===== config.mk =====
export PLATFORM = sky130hd
export DESIGN_NAME = keypad_scan_debounce_encoder
export DESIGN_NICKNAME = d
export VERILOG_FILES = /design/src/rtl/core/ksde_pkg.sv /design/src/rtl/core/ksde_front.sv /design/src/rtl/core/ksde_fifo.sv /design/src/rtl/core/ksde_back.sv /design/src/rtl/core/keypad_scan_debounce_encoder.sv
export VERILOG_INCLUDE_DIRS = /design/src /design/src/rtl/core
export SDC_FILE = /design/constraint.sdc
export NUM_CORES = 1
export LEC_CHECK = 0
export ABC_AREA = 1
export ABC_CLOCK_PERIOD_IN_PS = 5900
export BUFFER_PORTS_ARGS = -buffer_cell sky130_fd_sc_hd__buf_4
export CAP_MARGIN = 10
export CORE_MARGIN = 2
export CORE_UTILIZATION = 40
export DETAILED_ROUTE_END_ITERATION = 10
export PLACE_DENSITY = 0.62
export SKIP_CTS_REPAIR_TIMING = 1
export SYNTH_ARGS = -nofsm -noshare
export SYNTH_HDL_FRONTEND = slang
export SYNTH_SLANG_ARGS = --single-unit

===== constraint.sdc =====
create_clock -name clk -period 5.9 [get_ports clk]
set_input_delay 0.59 -clock clk [delete_from_list [all_inputs] [get_ports clk]]
set_output_delay 0.59 -clock clk [all_outputs]
set_load 0.005 [all_outputs]

===== src/rtl/core/keypad_scan_debounce_encoder_assert.svh =====
// Assertion macros shared by the key queue and nibble sender modules.
`ifndef KEYPAD_SCAN_DEBOUNCE_ENCODER_ASSERT_SVH
`define KEYPAD_SCAN_DEBOUNCE_ENCODER_ASSERT_SVH

// Same-cycle implication, held off during reset.
`define KSDE_ASSERT_SAME(label, clk, rst, ante, cons) \
  label: assert property (@(posedge clk) disable iff (rst) (ante) |-> (cons)) \
    else $error("keypad assertion failed");

// Next-cycle implication, held off during reset.
`define KSDE_ASSERT_NEXT(label, clk, rst, ante, cons) \
  label: assert property (@(posedge clk) disable iff (rst) (ante) |=> (cons)) \
    else $error("keypad assertion failed");

`endif


===== src/rtl/core/ksde_pkg.sv =====
// Package with types, constants and helper functions of the keypad scanner.
package ksde_pkg;

  localparam int NUM_ROWS = 4;
  localparam int NUM_COLS = 3;
  localparam int IN_W     = 12;
  localparam int KEY_W    = 4;
  localparam int THR_W    = 8;
  localparam int NUM_KEYS = NUM_ROWS * NUM_COLS;
  localparam int NUM_ENC0 = (NUM_KEYS > 15) ? 15 : NUM_KEYS;
  localparam int NUM_ENC  = (NUM_ENC0 > IN_W) ? IN_W : NUM_ENC0;

  localparam int FIFO_DEPTH = 4;
  localparam int FIFO_AW    = $clog2(FIFO_DEPTH);
  localparam int FIFO_CW    = $clog2(FIFO_DEPTH + 1);

  localparam int APB_AW = 3;
  localparam int APB_DW = 32;

  typedef logic [KEY_W-1:0] key_t;
  typedef logic [THR_W-1:0] thr_t;
  typedef logic [1:0]       zcnt_t;

  localparam key_t KEY_NONE = key_t'(0);
  localparam key_t KEY_TEN  = key_t'(10);
  localparam key_t KEY_ELEV = key_t'(11);
  localparam key_t KEY_TWLV = key_t'(12);

  localparam thr_t THR_RESET = thr_t'(255);
  localparam thr_t THR_MAX   = thr_t'(255);

  // Register index, taken from paddr[2].
  localparam logic REG_DEBOUNCE_THRESHOLD = 1'b0;

  typedef struct packed {
    logic full;
    logic empty;
  } fifo_stat_t;

  // Lowest pressed key as 1..NUM_ENC, or none.
  function automatic key_t encode_lowest(input logic [IN_W-1:0] snap);
    key_t k;
    k = KEY_NONE;
    for (int i = NUM_ENC - 1; i >= 0; i--) begin
      if (snap[i]) begin
        k = key_t'(i + 1);
      end
    end
    return k;
  endfunction

  // Number of zero nibbles that stand for a key; zero means send the key itself.
  function automatic zcnt_t zero_count(input key_t k);
    zcnt_t z;
    unique case (k)
      KEY_ELEV: z = zcnt_t'(1);
      KEY_TEN:  z = zcnt_t'(2);
      KEY_TWLV: z = zcnt_t'(3);
      default:  z = zcnt_t'(0);
    endcase
    return z;
  endfunction

endpackage


===== src/rtl/core/ksde_front.sv =====
// Front end: priority encode, debounce and pick keys to report.
module ksde_front (
  input  logic                  clk,
  input  logic                  rst,
  input  logic                  push,
  input  logic [ksde_pkg::IN_W-1:0] pressed_keys,
  input  ksde_pkg::thr_t        threshold,
  input  logic                  full,
  output logic                  ev_valid,
  output ksde_pkg::key_t        ev_key
);
  import ksde_pkg::*;

  logic debouncing, debouncing_next;
  key_t candidate_key, candidate_key_next;
  thr_t equal_count, equal_count_next;
  key_t last_reported_key, last_reported_key_next;

  logic accept;
  key_t code;
  thr_t cnt_inc;

  assign accept  = push && !full;
  assign code    = encode_lowest(pressed_keys);
  assign cnt_inc = (equal_count == THR_MAX) ? equal_count : equal_count + thr_t'(1);
  assign ev_key  = candidate_key;

  always_comb begin
    debouncing_next        = debouncing;
    candidate_key_next     = candidate_key;
    equal_count_next       = equal_count;
    last_reported_key_next = last_reported_key;
    ev_valid               = 1'b0;
    if (accept) begin
      if (!debouncing) begin
        if (code != KEY_NONE) begin
          debouncing_next    = 1'b1;
          candidate_key_next = code;
          equal_count_next   = '0;
        end
      end else if (code == candidate_key) begin
        if (cnt_inc >= threshold) begin
          // settled: drop back to idle, report on change
          debouncing_next  = 1'b0;
          equal_count_next = '0;
          if (candidate_key != last_reported_key) begin
            last_reported_key_next = candidate_key;
            ev_valid               = (candidate_key != KEY_NONE);
          end
        end else begin
          equal_count_next = cnt_inc;
        end
      end else begin
        candidate_key_next = code;
        equal_count_next   = '0;
      end
    end
  end

  always_ff @(posedge clk) begin
    if (rst) begin
      debouncing        <= 1'b0;
      candidate_key     <= KEY_NONE;
      equal_count       <= '0;
      last_reported_key <= KEY_NONE;
    end else begin
      debouncing        <= debouncing_next;
      candidate_key     <= candidate_key_next;
      equal_count       <= equal_count_next;
      last_reported_key <= last_reported_key_next;
    end
  end

endmodule


===== src/rtl/core/ksde_fifo.sv =====
// Short key queue between the front end and the nibble sender.
`include "keypad_scan_debounce_encoder_assert.svh"
module ksde_fifo (
  input  logic                 clk,
  input  logic                 rst,
  input  logic                 wr,
  input  ksde_pkg::key_t       wr_key,
  input  logic                 rd,
  output ksde_pkg::key_t       rd_key,
  output ksde_pkg::fifo_stat_t stat
);
  import ksde_pkg::*;

  key_t               mem [FIFO_DEPTH];
  logic [FIFO_AW-1:0] wptr;
  logic [FIFO_AW-1:0] rptr;
  logic [FIFO_CW-1:0] count;

  assign stat.full  = (count == FIFO_CW'(FIFO_DEPTH));
  assign stat.empty = (count == '0);
  assign rd_key     = mem[rptr];

  always_ff @(posedge clk) begin
    if (wr) begin
      mem[wptr] <= wr_key;
    end
  end

  always_ff @(posedge clk) begin
    if (rst) begin
      wptr  <= '0;
      rptr  <= '0;
      count <= '0;
    end else begin
      if (wr) begin
        wptr <= wptr + FIFO_AW'(1);
      end
      if (rd) begin
        rptr <= rptr + FIFO_AW'(1);
      end
      case ({wr, rd})
        2'b10:   count <= count + FIFO_CW'(1);
        2'b01:   count <= count - FIFO_CW'(1);
        default: count <= count;
      endcase
    end
  end

  `KSDE_ASSERT_SAME(a_no_write_full, clk, rst, wr, !stat.full)
  `KSDE_ASSERT_SAME(a_no_read_empty, clk, rst, rd, !stat.empty)
  `KSDE_ASSERT_NEXT(a_count_up, clk, rst, wr && !rd, count == $past(count) + FIFO_CW'(1))

endmodule


===== src/rtl/core/ksde_back.sv =====
// Back end: expand each reported key into one to three nibbles.
`include "keypad_scan_debounce_encoder_assert.svh"
module ksde_back (
  input  logic                 clk,
  input  logic                 rst,
  input  ksde_pkg::fifo_stat_t fstat,
  input  ksde_pkg::key_t       fkey,
  output logic                 fpop,
  input  logic                 pop,
  output logic                 empty,
  output logic [3:0]           nibble,
  output logic                 last
);
  import ksde_pkg::*;

  logic  cur_valid;
  logic  cur_zero;
  key_t  cur_key;
  zcnt_t cur_left;
  zcnt_t zc;
  logic  take;
  logic  done;

  assign take   = pop && cur_valid;
  assign done   = !cur_valid || (take && (cur_left == zcnt_t'(1)));
  assign fpop   = done && !fstat.empty;
  assign zc     = zero_count(fkey);
  assign empty  = !cur_valid;
  assign last   = (cur_left == zcnt_t'(1));
  assign nibble = cur_zero ? 4'(0) : 4'(cur_key);

  always_ff @(posedge clk) begin
    if (fpop) begin
      cur_key  <= fkey;
      cur_zero <= (zc != zcnt_t'(0));
    end
  end

  always_ff @(posedge clk) begin
    if (rst) begin
      cur_valid <= 1'b0;
      cur_left  <= '0;
    end else if (fpop) begin
      cur_valid <= 1'b1;
      cur_left  <= (zc == zcnt_t'(0)) ? zcnt_t'(1) : zc;
    end else if (done) begin
      cur_valid <= 1'b0;
      cur_left  <= '0;
    end else if (take) begin
      cur_left  <= cur_left - zcnt_t'(1);
    end
  end

  `KSDE_ASSERT_SAME(a_left_nonzero, clk, rst, cur_valid, cur_left != zcnt_t'(0))
  `KSDE_ASSERT_SAME(a_multi_is_zero, clk, rst, cur_valid && !last, cur_zero)
  `KSDE_ASSERT_NEXT(a_hold_on_stall, clk, rst, cur_valid && !pop,
                    cur_valid && $stable(nibble) && $stable(last))

endmodule


===== src/rtl/core/keypad_scan_debounce_encoder.sv =====
// Top level of the keypad scanner: debounce front end, key queue, nibble sender.
// Path: with an idle sender, a snapshot transfer that settles a key writes it to the
//   queue; the sender then loads it and puts its first nibble on the result ports.
// Throughput: one snapshot and one result transfer per cycle; a key sends up to three
//   nibbles, and full rises once the 4-entry queue fills while results are held off.
// Reset (rst, synchronous): idle, no key reported, queue and sender empty, threshold 255.
module keypad_scan_debounce_encoder (
  input  logic                          clk,
  input  logic                          rst,
  // snapshot input
  input  logic                          push,
  output logic                          full,
  input  logic [ksde_pkg::IN_W-1:0]     pressed_keys,
  // result output
  output logic                          empty,
  input  logic                          pop,
  output logic [3:0]                    nibble,
  output logic                          last,
  // configuration port
  input  logic                          psel,
  input  logic                          penable,
  input  logic                          pwrite,
  input  logic [ksde_pkg::APB_AW-1:0]   paddr,
  input  logic [ksde_pkg::APB_DW-1:0]   pwdata,
  output logic [ksde_pkg::APB_DW-1:0]   prdata,
  output logic                          pready
);
  import ksde_pkg::*;

  thr_t       debounce_threshold;
  logic       cfg_wr;
  logic       ev_valid;
  key_t       ev_key;
  key_t       q_key;
  logic       q_pop;
  fifo_stat_t q_stat;

  // Register file: one 8-bit register at byte address 0; paddr[2] picks the register.
  assign pready = 1'b1;
  assign cfg_wr = psel && penable && pwrite && pready && (paddr[2] == REG_DEBOUNCE_THRESHOLD);
  assign prdata = (paddr[2] == REG_DEBOUNCE_THRESHOLD) ?
                  APB_DW'(debounce_threshold) : '0;

  always_ff @(posedge clk) begin
    if (rst) begin
      debounce_threshold <= THR_RESET;
    end else if (cfg_wr) begin
      debounce_threshold <= pwdata[THR_W-1:0];
    end
  end

  // Snapshots stall only on a full queue; the front end never waits on the sender.
  assign full = q_stat.full;

  ksde_front u_front (
    .clk          (clk),
    .rst          (rst),
    .push         (push),
    .pressed_keys (pressed_keys),
    .threshold    (debounce_threshold),
    .full         (q_stat.full),
    .ev_valid     (ev_valid),
    .ev_key       (ev_key)
  );

  // Hold settled keys until the sender takes them.
  ksde_fifo u_fifo (
    .clk    (clk),
    .rst    (rst),
    .wr     (ev_valid),
    .wr_key (ev_key),
    .rd     (q_pop),
    .rd_key (q_key),
    .stat   (q_stat)
  );

  // Advance through the nibbles of one key per result transfer.
  ksde_back u_back (
    .clk    (clk),
    .rst    (rst),
    .fstat  (q_stat),
    .fkey   (q_key),
    .fpop   (q_pop),
    .pop    (pop),
    .empty  (empty),
    .nibble (nibble),
    .last   (last)
  );

endmodule

==> metrics, run 1 <==
GRT overflow 0; Avg Cell Area, Syn 7.59 µm²; Synth area leaders dfxtp_1 22%, edfxtp_1 19%, nand2_1 9.1%, inv_1 7.3%, nor2_1 5.9%; crit start category flop; first-pass GRT wire length 10900 µm; Layout area overhead 15.3%; Post-Syn Instances 449; Rows 33; Tmin final between 4 and 5 ns; antenna violations before repair 0; main combinational cell family by area after synthesis simple AND/OR/NAND/NOR gates; Worst Setup SP u_front.equal_count[0]; Starting DRT DRC Count 52; Worst Hold Launch pwdata[4]; met1 Usage GRT 0.175; Synth Area in XOR/XNOR 0.0180; die height 96.3 µm; Simple-Gate Fraction of Synth Area 0.258; cell area power density 274 nW/µm²; EDFF count, synth 21; Yosys warnings 0; sw power about 0.00030 W; Gate power share 0.178; area leader, netlist dfxtp_1; clock latency on the worst-skew pair 0.33 ns; via/cell ratio 4.67; hpwl dp 4850 µm; data arrival time of the worst path 4.37 ns; pre-CTS WS 1.79 ns; sw frac 0.275; largest net degree at the start of global routing 28; HP Class input port to flop; Compound-Gate Fraction of Synth Area 0.108; number of placed cells counting well taps 585; core area 8260 µm²; Slew @ Worst Pin 0.843 ns; Async S/R FF share, synth 0; Antenna Cells 0; GRT Overall Usage 0.151; Post-Synthesis Cell Area 3410 µm²; RSZ-0062 raised after global routing false; post-route clock skew 0.00603 ns; Root Driver clkbuf_8; Clk pwr share 0.385; Worst EP required 6.17 ns; Final Max Tran Viols 0; Final Hold Vio Count 0; Detailed Route WL 6430 µm; clock-pin slew of the registers on the worst-case setup and hold paths 0.07 ns; post-synthesis sequential area ratio 0.402; CP max FO 10; IO Pins 94; post-synthesis mux area share 0; grt met2 use 0.274; CTS Buf Count 9; post-synth top area share 0.217; DRC violations left 0; Die Span X 96.3 µm; count leader, synth nand2_1; Starting Density 0.413; Max-Cap Viols 0; DIE AREA 9270 µm²; vias in the first global route 2546; P_int 0.000782 W; Commonest cells post-synth 83 x nand2_1, 66 x inv_1, 54 x nor2_1; Non-Filler Instances around 600; IR drop worst, VDD 175 µV; critical path type flop to flop; #FFs+latches synth 58; slew margin rel. 0.436; Primary FF master, synth dfxtp_1; CTS tree built; wire length per cell 10.7 µm; Final period util 0.694; Sequential Power Share 0.437; P_leak 1.83 nW; # setup viols final 0; maximum clock rate 0.244 GHz; GRT Max-Usage Layer met2; final setup margin ~1.8 ns; nets@finish 561; buffers added on ports 42; deepest clock path buffer count 2; post-synthesis adder-cell area fraction 0.0609; outcome completed; Pre-Repair DR Iteration Count 4; CTS sink count 58; Worst setup EP type flop; R2R Path Start u_front.equal_count[0]; share of layout cells above drive strength 1 0.153; Placer Congestion 0.813; antenna-violating nets left 0; Power, Total ~0.0011 W; M3 GR Usage 0.0399; Yosys cell types 38; CTS H-tree lvls 3; routed vias 2805; Fin Setup TNS 0 ns
-- flip-flops by register name, summed over array words and instances (netlist names), named ones only --
name / flops
u_back.cur_left: 2
u_fifo.count: 3
u_back.cur_valid: 1
debounce_threshold: 8
u_fifo.mem: 16
u_back.cur_key: 4
u_back.cur_zero: 1
u_fifo.rptr: 2
u_front.last_reported_key: 4
u_fifo.wptr: 2
u_front.debouncing: 1
u_front.ev_key: 4
u_front.equal_count: 8
-- kinds of logic after synthesis --
| family | Yosys count |
|---|---|
| compound gates | 65 |
| xor+xnor | 7 |
| fa+ha+maj | 16 |
| buf+inv | 107 |
| flops | 58 |
| other cells | 2 |
| simple gates | 194 |
-- power groups by stage --
stage	logic, W	clock network (W)	registers (W)
2_1_floorplan	0.000153	0	0.000468
3_3_place_gp	0.000188	0	0.000479
3_5_place_dp	0.000193	0	0.000480
4_1_cts	0.000194	0.000422	0.000472
5_1_grt	0.000223	0.000439	0.000476
6_report	0.000192	0.000415	0.000472
-- path summary, 6_finish.rpt --
path                             to  slack (ns)  depth (start not counted)
max                 u_fifo.count[1]        1.81                         23
max reg2reg         u_fifo.count[1]        1.81                         23
min reg2reg  u_front.equal_count[4]        0.47                          2
min           debounce_threshold[4]        0.47                          3
-- final cells by class --
type / instances / area [µm²]
Tap cell: 105 / 131
Clock inverter: 5 / 76.3
Multi-Input combinational cell: 307 / 1610
Clock buffer: 11 / 151
Sequential cell: 58 / 1370
Timing Repair Buffer: 42 / 315
Inverter: 73 / 277
Fill cell: 842 / 4330
-- placed cells by master, fill, tap and decap left out, types with 3 or more instances in the layout --
master | Yosys | final
nand2_1 | 83 | 83
inv_1 | 66 | 66
nor2_1 | 54 | 54
buf_4 | 25 | 42
dfxtp_1 | 37 | 37
a21oi_1 | 28 | 28
conb_1 | 2 | 25
o21ai_0 | 21 | 21
nand3_1 | 21 | 21
edfxtp_1 | 21 | 21
nand4_1 | 18 | 18
ha_1 | 15 | 15
clkbuf_8 | 0 | 11
o211ai_1 | 8 | 8
nor2_2 | 6 | 6
xnor2_1 | 6 | 6
clkinv_1 | 3 | 4
inv_2 | 3 | 3
-- routing by layer --
layer	vias up	wire (µm)
li1	1495	-
met1	1247	2940
met2	54	3170
met3	9	250
met4	0	64
met5	-	0
-- worst max-delay path, stage by stage, from the launching register on --
cell,delay [ns]
dfxtp_1,0.39
ha_1,0.21
nand3_1,0.11
nor2_2,0.19
nand4_2,0.26
nand2_1,0.15
xor2_1,0.20
inv_1,0.06
ha_1,0.29
nand2_1,0.05
nor2_1,0.13
nand4_1,0.13
o2111ai_2,0.25
nand2_2,0.13
nor2_1,0.19
inv_1,0.07
nor2_2,0.17
inv_2,0.09
ha_1,0.19
inv_1,0.10
fa_1,0.43
nor2_1,0.10
a21oi_1,0.05
nor2_1,0.08
-- stage by stage --
stage | hold WS (ns) | cell area [µm²] | utilization
after floorplan | 0.437 | 3490 | -
after global placement | 0.450 | 3700 | 0.448
after detailed placement | 0.467 | 3700 | 0.448
after CTS | 0.462 | 3930 | 0.476
after global routing | 0.464 | 3930 | 0.476
final | 0.473 | 3930 | 0.476
No activity file was read; power rests on OpenSTA's default activity.
==> inputs of run 2 (changes only) <==
--- a/config.mk
+++ b/config.mk
@@ -7,7 +7,7 @@
 export NUM_CORES = 1
 export LEC_CHECK = 0
 export ABC_AREA = 1
-export ABC_CLOCK_PERIOD_IN_PS = 5900
+export ABC_CLOCK_PERIOD_IN_PS = 3860
 export BUFFER_PORTS_ARGS = -buffer_cell sky130_fd_sc_hd__buf_4
 export CAP_MARGIN = 10
 export CORE_MARGIN = 2
==> constraint.sdc (replaced) <==
create_clock -name clk -period 3.86 [get_ports clk]
set_input_delay 0.386 -clock clk [delete_from_list [all_inputs] [get_ports clk]]
set_output_delay 0.386 -clock clk [all_outputs]
set_load 0.005 [all_outputs]
==> metrics, run 2 (synthesis results as in run 1) <==
core area slightly above 8000 µm²; Antenna Cells 0; Top Registers u_fifo.mem (16), debounce_threshold (8), u_front.equal_count (8); share of layout cells above drive strength 1 0.179; IR drop worst, VDD 185 µV; maximum clock rate approximately 0.28 GHz; routed vias 2858; Pre-Repair DR Iteration Count 4; clock latency on the worst-skew pair between 0.3 and 0.4 ns; Tmin final approximately 3.6 ns; multi-input combinational cell area 1640 µm²; Final Max Tran Viols 0; cell family with most CP delay adder cells; slowest CP cell dfxtp_2; data arrival time of the worst path approximately 3.8 ns; most frequent cells in the layout 82 x nand2_1, 66 x inv_1, 53 x nor2_1, 48 x buf_4, 35 x dfxtp_1; Non-Filler Instances between 600 and 700; buffers added on ports 42; sw frac 0.308; critical-path cell list ha_2, nand3_2, nor2_4, nand4_4, nand2_2, xor2_2, inv_1, ha_1, nand2_1, nor2_1, nand4_1, o2111ai_2, nand2_2, nor2_2, inv_1, nor2_2, inv_2, ha_1, inv_1, fa_1, a21oi_1, o21ai_0, o21ai_0, a21oi_1; Critical Path Max Stage Delay approximately 0.37 ns; P_int 0.00105 W; Storage cell area 1370 µm²; Clk pwr share 0.331; hpwl dp 4910 µm; DRC violations left 0; HP Class input port to flop; via/cell ratio 4.71; post-route clock skew 0.0128 ns; slew margin rel. 0.445; IO Pins 94; P_leak 1.84 nW; CTS H-tree lvls 3; Starting DRT DRC Count 81; GRT Overall Usage 0.153; vias in the first global route 2571; nets@finish 567; Worst setup EP type flop; antenna-violating nets left 0; Placer Congestion between 0.8 and 0.9; Root Driver clkbuf_8; deepest clock path buffer count 2; Finished Core Util 0.480; Worst EP required 4.09 ns; Max-Cap Viols 0; number of placed cells counting well taps 589; Starting Density 0.413; WP buf/inv 4; Top reg by flops u_fifo.mem; die height 96.3 µm; wire length per cell roughly 11 µm; cell area power density 383 nW/µm²; Die Span X 96.3 µm; antenna violations before repair 0; DIE AREA 9270 µm²; # setup viols final 0; CP most frequent cell inv_1; commonest non-fill, non-tap cell in the layout nand2_1; Layout area overhead 16.3%; clock-pin slew of the registers on the worst-case setup and hold paths roughly 0.070 ns; critical path type flop to flop; CP max FO 7; fillers 847; CTS tree built; GRT overflow 0; Final Hold Vio Count 0; sw power 0.000468 W; Rows 33; Sequential Power Share 0.475; Detailed Route WL around 6600 µm; Slew @ Worst Pin 0.829 ns; crit start category flop; CTS sink count 58; Final period util 0.931; outcome completed; first-pass GRT wire length around 11000 µm; largest net degree at the start of global routing 28; max reg flops 16; CTS Buf Count 9; Gate power share 0.194
==> run 2: metal layers <==
metal  global-route usage  wire, µm  up-vias
met4               0.0587        85        0
met3               0.0454       282       10
met5                    0         0        -
li1                     -         -     1504
met1                0.175      2960     1277
met2                0.266      3300       67
==> run 2: per-stage QoR <==
stage	cell area [µm²]	hold slack, ns	worst slack [ns]	total power [W]	setup TNS, ns
after floorplan	3490	0.437	0.319	0.000949	0
after global placement	3730	0.450	0.138	0.00102	0
after detailed placement	3730	0.464	0.115	0.00103	0
after CTS	3910	0.248	0.0901	0.00153	0
after global routing	3960	0.252	-0.00907	0.00162	-0.0135
final	3960	0.261	0.267	0.00152	0
==> run 2: final cells by class <==
cell class              instances  share of cell area
clock buffers                  10              0.0347
clock inverters                 6              0.0104
inverters                      73              0.0698
multi-input cells             307               0.414
flip-flops and latches         58               0.347
well taps                     105              0.0331
repair buffers                 48              0.0909
==> run 2: tightest hold or removal path, stage by stage <==
cell and delay (ns):
buf_4 0.07, nand2_1 0.04, o211ai_1 0.06
==> run 2: power groups by stage <==
| stage | registers, W | clock network (W) | logic (W) |
|---|---|---|---|
| floorplan | 0.000716 | 0 | 0.000234 |
| global placement | 0.000733 | 0 | 0.000288 |
| CTS | 0.000720 | 0.000513 | 0.000296 |
| global route | 0.000728 | 0.000548 | 0.000343 |
| detailed placement | 0.000734 | 0 | 0.000294 |
| finish | 0.000721 | 0.000502 | 0.000294 |
==> run 2: final timing paths <==
kind / from / end / slack [ns] / depth (start not counted)
setup / recovery: u_front.equal_count[0] / u_fifo.count[2] / 0.27 / 24
hold / removal: pwdata[4] / debounce_threshold[4] / 0.26 / 3
setup reg to reg: u_front.equal_count[0] / u_fifo.count[2] / 0.27 / 24
hold reg to reg: u_front.equal_count[4] / u_front.equal_count[4] / 0.47 / 2
==> inputs of run 3 (changes only) <==
--- a/config.mk
+++ b/config.mk
@@ -13,6 +13,7 @@
 export CORE_MARGIN = 2
 export CORE_UTILIZATION = 40
 export DETAILED_ROUTE_END_ITERATION = 10
+export MAX_ROUTING_LAYER = met4
 export PLACE_DENSITY = 0.62
 export SKIP_CTS_REPAIR_TIMING = 1
 export SYNTH_ARGS = -nofsm -noshare
==> metrics, run 3 (synthesis results as in run 1) <==
Top Registers u_fifo.mem (16), debounce_threshold (8), u_front.equal_count (8); Design Area, Final 3960 µm²; via/cell ratio 4.70; data arrival time of the worst path 3.82 ns; Antenna Cells 0; Root Driver clkbuf_8; Detailed Route WL about 6600 µm; HP Class input port to flop; CTS tree built; hpwl dp just under 5000 µm; worst hold slack 0.259 ns; GRT Overall Usage 0.156; multi-input combinational cell area 1640 µm²; Final period util 0.930; clock-pin slew of the registers on the worst-case setup and hold paths approximately 0.07 ns; DIE AREA approximately 9300 µm²; # setup viols final 0; wire length per cell ~11 µm; CTS Buf Count 9; Fin Setup TNS 0 ns; nets@finish about 570; fillers about 850; Worst EP required 4.09 ns; CTS sink count 58; final setup margin roughly 0.27 ns; post-route clock skew 0.0120 ns; DRC violations left 0; Critical Path Max Stage Delay about 0.37 ns; maximum clock rate 0.279 GHz; pre-CTS WS 0.115 ns; Storage cell area 1370 µm²; Top reg by flops u_fifo.mem; largest net degree at the start of global routing 28; commonest non-fill, non-tap cell in the layout nand2_1; cell family with most CP delay adder cells; outcome completed; max reg flops 16; buffers added on ports 42; clock latency on the worst-skew pair 0.33 ns; CTS H-tree lvls 3; Worst setup EP type flop; slowest CP cell fa_1; most frequent cells in the layout 82 x nand2_1, 66 x inv_1, 53 x nor2_1, 48 x buf_4, 35 x dfxtp_1; critical-path cell list ha_2, nand3_2, nor2_4, nand4_4, nand2_2, xor2_2, inv_1, ha_1, nand2_1, nor2_1, nand4_1, o2111ai_2, nand2_2, nor2_2, inv_1, nor2_2, inv_2, ha_1, inv_1, fa_1, a21oi_1, o21ai_0, o21ai_0, a21oi_1; routed vias 2855; antenna-violating nets left 0; P_leak 1.84 nW; Max-Cap Viols 0; core area ~8300 µm²; first-pass GRT wire length around 11000 µm; GRT overflow 0; vias in the first global route 2566; crit start category flop; Tmin final about 3.6 ns; slew margin rel. 0.446; Layout area overhead 16.3%; Starting DRT DRC Count 81; Final Max Tran Viols 0; Final Hold Vio Count 0; Die Span X 96.3 µm; Slew @ Worst Pin roughly 0.83 ns; Power, Total 0.00152 W; IR drop worst, VDD 185 µV; Starting Density 0.413; Pre-Repair DR Iteration Count 4; CP most frequent cell inv_1; share of layout cells above drive strength 1 0.179; critical path type flop to flop; antenna violations before repair 0; Placer Congestion 0.829; Placement Cell Area approximately 3700 µm²; cell area power density 383 nW/µm²; WP buf/inv 4; IO Pins 94; Rows 33; die height 96.3 µm; deepest clock path buffer count 2; CP max FO 7
[run 3: cell counts in the layout (fill, tap and decap cells not counted)]
No cell type changed its count.
[run 3: area by class of cell]
type / instances / area share
clock inverter: 6 / 0.0104
tap: 105 / 0.0331
multi-input combinational: 307 / 0.414
timing repair buffer: 48 / 0.0909
sequential: 58 / 0.347
inverter: 73 / 0.0698
clock buffer: 10 / 0.0347
[run 3: worst min-delay path: stages]
cell	delay [ns]
buf_4	0.07
nand2_1	0.04
o211ai_1	0.06
[run 3: layer usage]
layer  vias up  global-route usage  part of all wire
li1       1505                   -                 -
met1      1272               0.176              0.45
met2        66               0.266              0.50
met5         -                   -                 0
met3        12              0.0352             0.039
met4         0              0.0692             0.016
[run 3: through the flow]
stage / util / std cells
final: 0.480 / 607
after global placement: 0.452 / 589
after CTS: 0.474 / 605
after global routing: 0.480 / 607
after detailed placement: 0.452 / 589
after floorplan: - / 472
[run 3: path summary, 6_finish.rpt]
check	start	endpoint	slack (ns)	cells after the start
worst min register to register	u_front.equal_count[4]	u_front.equal_count[4]	0.47	2
worst min-delay path	pwdata[4]	debounce_threshold[4]	0.26	3
worst max-delay path	u_front.equal_count[0]	u_fifo.count[2]	0.27	24
worst max register to register	u_front.equal_count[0]	u_fifo.count[2]	0.27	24
[run 3: where the power goes]
part	total, W	internal (W)	switching (W)
Clock	0.000503	0.000250	0.000253
Sequential	0.000721	0.000681	0.0000402
Combinational	0.000294	0.000119	0.000176
Total	0.00152	0.00105	0.000469
